==> config.mk <==
export PLATFORM = sky130hd
export DESIGN_NAME = ukvt_ram
export DESIGN_NICKNAME = d
export VERILOG_FILES = /design/src/design/ukvt_ram.sv
export SDC_FILE = /design/constraint.sdc
export NUM_CORES = 1
export LEC_CHECK = 0
export ABC_AREA = 1
export BUFFER_PORTS_ARGS = -buffer_cell sky130_fd_sc_hd__buf_2
export CORE_MARGIN = 4
export CORE_UTILIZATION = 45
export CTS_BUF_LIST = sky130_fd_sc_hd__clkbuf_8
export CTS_CLUSTER_SIZE = 14
export DETAILED_ROUTE_END_ITERATION = 8
export PLACE_DENSITY = 0.7
export SLEW_MARGIN = 0
export SYNTH_ARGS = -nofsm -noshare
export SYNTH_HDL_FRONTEND = slang
export SYNTH_SLANG_ARGS = --single-unit
==> constraint.sdc <==
create_clock -name i_clk -period 1.35 [get_ports i_clk]
set_clock_uncertainty 0.15 [all_clocks]
set_input_delay 0.0675 -clock i_clk [delete_from_list [all_inputs] [get_ports i_clk]]
set_output_delay 0.0675 -clock i_clk [all_outputs]
set_load 0.02 [all_outputs]
==> src/design/ukvt_ram.sv <==
// Generic simple dual-port RAM: one write port, one registered read port.
module ukvt_ram #(
    parameter int WIDTH = 8,
    parameter int DEPTH = 16
) (
    input  logic                     i_clk,
    input  logic                     i_we,
    input  logic [$clog2(DEPTH)-1:0] i_waddr,
    input  logic [WIDTH-1:0]         i_wdata,
    input  logic [$clog2(DEPTH)-1:0] i_raddr,
    output logic [WIDTH-1:0]         o_rdata
);

    logic [WIDTH-1:0] r_mem [DEPTH];
    logic [WIDTH-1:0] r_rdata;

    always_ff @(posedge i_clk) begin
        if (i_we) begin
            r_mem[i_waddr] <= i_wdata;
        end
        r_rdata <= r_mem[i_raddr];
    end

    assign o_rdata = r_rdata;

endmodule

==> flow_summary.ini, run 1 <==
[logic_synthesis]
synth_seq_cells = 136
syn_avg_cell_area_um2 = 10.5
syn_area_um2 = 5770
synthTopCellsByArea = edfxtp_1 67%, nand2_1 11%, nand3_1 8.4%
synth_warnings = 0
synth_cell_types = 12
synthCells = 551
synth_top_area_frac = 0.667
yosysSeqAreaShare = 0.694
synth_nets = 569
synth_area_leader_cell = edfxtp_1

[floorplanning]
core_area_um2 = 12600
die_w_um = 121
std_cell_rows = 41
initial_utilization = 0.459
dieArea_um2 = 14700
io_pins = 26
die_y_um = 121

[timing]
rsz0062_at_grt = no
final_hold_viol_count = 0
layout_min_cycle_time_ns = 1.23
fmax_mhz = 815
tightestPinTransition_ns = 0.383
report.final.slew_viol_count = 0
slew_headroom = 0.745
tns_ns = 0
timing.hold.ws_ns = 0.0240
fin_crit_sh = 0.909
setup_violations = 0

[setup_path]
worst_ep_arrival_time_ns = 1.01
path_cells = buf_2
crit_family = flip-flops
crit_type = flip-flop to primary output
cpPeakStageDelay_ns = 0.40
crit_required_ns = 1.13
cp_slowest_cell = dfxtp_1
start_kind = flip-flop
critPathCaptureType = primary output
cp_max_fo = 1
path_buf_inv = 1

[route]
drc = 0
wl_per_cell_um = 15.8
vias = 3870
drt-total-wl_um = 12600
first_pass_iters = 7
ant_nets = 0
drt_iter0_markers = 311
vias_per_cell = 4.88

[global_routing]
track_usage = 0.179
antenna_found_initial = 0
grt_max_degree = 42
grt-ovfl-total = 0
first_global_vias = 3589
grt_pass1_wl_um = 19600

[clocking]
clk_pin_slew_ns = 0.07
ctsHoldBuffers = 9
cts_buffers = 17
post-cts-setup-buffers = 0
clock_sink_count = 136
cts_tree = done
htreeDepth = 4
clock_latency_ns = 0.42
clockRootBuffer = clkbuf_8
clockBufferDepth = 2
cts-resized-gates = 0

[placement]
hpwl_um = 8080
globalplace.congestion = 0.832
io_buffers = 25
placement.cell_area_um2 = 6230

[pwr]
p_leak_nw = 2.92
powerDensity_nw_per_um2 = 1260
finalPower_mw = 8.38
irDropWorstVdd_mv = 0.652

[hold_path]
hold_path.class = primary input to flip-flop

[cells_and_area]
n_antenna_cell = 0
drive_gt1_frac = 0.130
final_nets = 626
fillCellCount = 1072
area_growth_syn_to_layout_pct = 15.7
fin_area_um2 = 6670

[run_status]
status = finished clean

[run]
maxCapViolCount = 0
-- per-stage QoR --
stage / utilization / setup WS, ns / instances
after floorplan: - / 0.182 / 551
after global placement: 0.495 / 0.0553 / 752
after detailed placement: 0.495 / 0.0556 / 752
after CTS: 0.531 / 0.0998 / 793
after global routing: 0.531 / 0.105 / 793
final: 0.531 / 0.123 / 793
-- layer usage --
layer  routed length (µm)  GRT usage  share of wire
met1                 5410      0.245           0.43
met4                  331     0.0812          0.026
met2                 6060      0.278           0.48
met5                    0          0              0
met3                  761     0.0382          0.061
-- synthesized netlist by cell type --
| library cell | instances |
|---|---|
| nand2_1 | 173 |
| edfxtp_1 | 128 |
| inv_1 | 100 |
| nand3_1 | 97 |
| nor2_1 | 17 |
| buf_2 | 13 |
| dfxtp_1 | 8 |
| buf_6 | 6 |
| buf_4 | 4 |
| inv_2 | 2 |
| nand3b_1 | 2 |
| buf_1 | 1 |
-- path summary, 6_finish.rpt --
path / start / end / slack, ns / cells past startpoint
max: o_rdata[7]$_DFF_P_ / o_rdata[7] / 0.12 / 1
min reg2reg: r_mem[13][1]$_DFFE_PP_ / o_rdata[1]$_DFF_P_ / 0.51 / 6
max reg2reg: r_mem[3][2]$_DFFE_PP_ / o_rdata[2]$_DFF_P_ / 0.23 / 6
min: i_raddr[2] / o_rdata[7]$_DFF_P_ / 0.02 / 5
-- kinds of logic after synthesis --
family	after synthesis	share of synthesized area
DFF	136	0.694
buffers and inverters	126	0.0952
and+or+nand+nor	289	0.210
-- sequential cells by signal, indices dropped and copies added (netlist names) --
register  count
r_mem       128
o_rdata       8
-- placed cells by master (no fill, tap or decap), drive strengths merged --
master,n
clkinv,9
nand3b,2
dlygate4sd3,9
clkbuf,17
dfxtp,8
buf,53
nand2,173
nor2,17
clkinvlp,1
bufinv,2
nand3,97
inv,105
edfxtp,128
-- cell type report --
cell class | count | area [µm²] | share of cell area
multi-input cells | 289 | 1210 | 0.182
clock buffers | 17 | 234 | 0.0351
inverters | 102 | 383 | 0.0574
repair buffers | 62 | 500 | 0.0750
well taps | 172 | 215 | 0.0323
clock inverters | 15 | 120 | 0.0180
flip-flops and latches | 136 | 4000 | 0.600
-- report_power, final --
group | total [mW] | internal, mW | switching, mW
combinational | 0.654 | 0.219 | 0.434
sequential | 4.75 | 4.72 | 0.0288
clock | 2.98 | 1.58 | 1.40
(Power assumes the default switching activity.)
==> inputs of run 2 (changes only) <==
==> constraint.sdc (replaced) <==
create_clock -name i_clk -period 1.35 [get_ports i_clk]
set_clock_uncertainty 0.15 [all_clocks]
set_input_delay 0.27 -clock i_clk [delete_from_list [all_inputs] [get_ports i_clk]]
set_output_delay 0.27 -clock i_clk [all_outputs]
set_load 0.02 [all_outputs]
==> flow_summary.ini, run 2 (synthesized netlist as in run 1, its figures left out) <==
[hold_path]
hold_path.class = primary input to flip-flop

[floorplanning]
die_y_um = 121
core_area_um2 = 12600
initial_utilization = 0.459
io_pins = 26
dieArea_um2 = 14700
std_cell_rows = 41
die_w_um = 121

[clocking]
clock_sink_count = 136
cts_tree = done
clock_latency_ns = 0.42
clockBufferDepth = 2
clk_pin_slew_ns = 0.07
cts_buffers = 17
htreeDepth = 4
clockRootBuffer = clkbuf_8

[setup_path]
crit_required_ns = 0.93
cp_slowest_cell = dfxtp_4
critPathCaptureType = primary output
crit_type = flip-flop to primary output
path_cells = buf_6
worst_ep_arrival_time_ns = 0.91
cpPeakStageDelay_ns = 0.36
crit_family = flip-flops
start_kind = flip-flop
cp_max_fo = 1
path_buf_inv = 1

[route]
ant_nets = 0
first_pass_iters = 6
drt-total-wl_um = 12500
vias_per_cell = 4.91
wl_per_cell_um = 16.0
drc = 0
drt_iter0_markers = 412
vias = 3844

[cells_and_area]
final_common_cell = nand2_1
fin_area_um2 = 6600
regMostFlops = r_mem
area_growth_syn_to_layout_pct = 14.5
mostFrequentLayoutCells = 173 x nand2_1, 128 x edfxtp_1, 103 x inv_1
n_antenna_cell = 0
largest_reg_flops = 128
drive_gt1_frac = 0.136
final_nets = 617

[global_routing]
grt-ovfl-total = 0
grt_max_degree = 65
track_usage = 0.182
grt_pass1_wl_um = 19900
antenna_found_initial = 0
first_global_vias = 3658

[run]
maxCapViolCount = 0

[timing]
report.final.slew_viol_count = 0
timing.hold.ws_ns = 0.0969
slew_headroom = 0.756
tightestPinTransition_ns = 0.366
final_hold_viol_count = 0
fmax_mhz = 752
fin_crit_sh = 0.985
rsz0062_at_grt = yes
tns_ns = 0
layout_min_cycle_time_ns = 1.33
worst_slack_ns = 0.0203
setup_violations = 0

[placement]
placement.cell_area_um2 = 6230
pre_cts_slack_ns = -0.123
io_buffers = 25
globalplace.congestion = 0.831
hpwl_um = 7830

[pwr]
finalPower_mw = 8.40
powerDensity_nw_per_um2 = 1270
p_leak_nw = 2.88
irDropWorstVdd_mv = 0.843

[run_status]
status = finished clean
[run 2: cell count changes in the layout (fill, tap and decap cells not counted), moves of 2 or more]
cell	change
buf_2	-4
buf_4	+2
buf_6	+2
dfxtp_1	-2
dlygate4sd3_1	-9
[run 2: cell type report]
class | instances | area (µm²)
Multi-Input combinational cell | 289 | 1210
Clock buffer | 17 | 234
Tap cell | 172 | 215
Sequential cell | 136 | 4010
Timing Repair Buffer | 53 | 428
Fill cell | 1101 | 5970
Inverter | 102 | 383
Clock inverter | 14 | 119
[run 2: repair_timing]
item | in CTS | in global routing
cloned | 0 | 0
endpoints found under the hold margin | 0 | 0
hold buffers | 0 | 0
gates resized for setup | 7 | 2
endpoints found under the setup margin | 2 | 3
setup buffers | 0 | 0
[run 2: report_power, final]
group | internal (mW) | switching, mW
Sequential | 4.72 | 0.0310
Clock | 1.58 | 1.43
Combinational | 0.214 | 0.431
Total | 6.51 | 1.89
[run 2: metal layers]
metal,global-route usage,wire (µm)
met1,0.250,5400
met4,0.0763,346
met5,0,0
met3,0.0326,804
met2,0.287,6000
[run 2: path summary, 6_finish.rpt]
check / startpoint / end / slack, ns / depth (start not counted)
max reg2reg: r_mem[12][7]$_DFFE_PP_ / o_rdata[7]$_DFF_P_ / 0.21 / 6
min: i_wdata[2] / r_mem[7][2]$_DFFE_PP_ / 0.1 / 1
min reg2reg: r_mem[12][1]$_DFFE_PP_ / o_rdata[1]$_DFF_P_ / 0.51 / 6
max: o_rdata[7]$_DFF_P_ / o_rdata[7] / 0.02 / 1
[run 2: per-stage QoR]
stage           util  std cells
2_1_floorplan      -        551
3_3_place_gp   0.495        752
3_5_place_dp   0.495        752
4_1_cts        0.525        783
5_1_grt        0.525        783
6_report       0.525        783
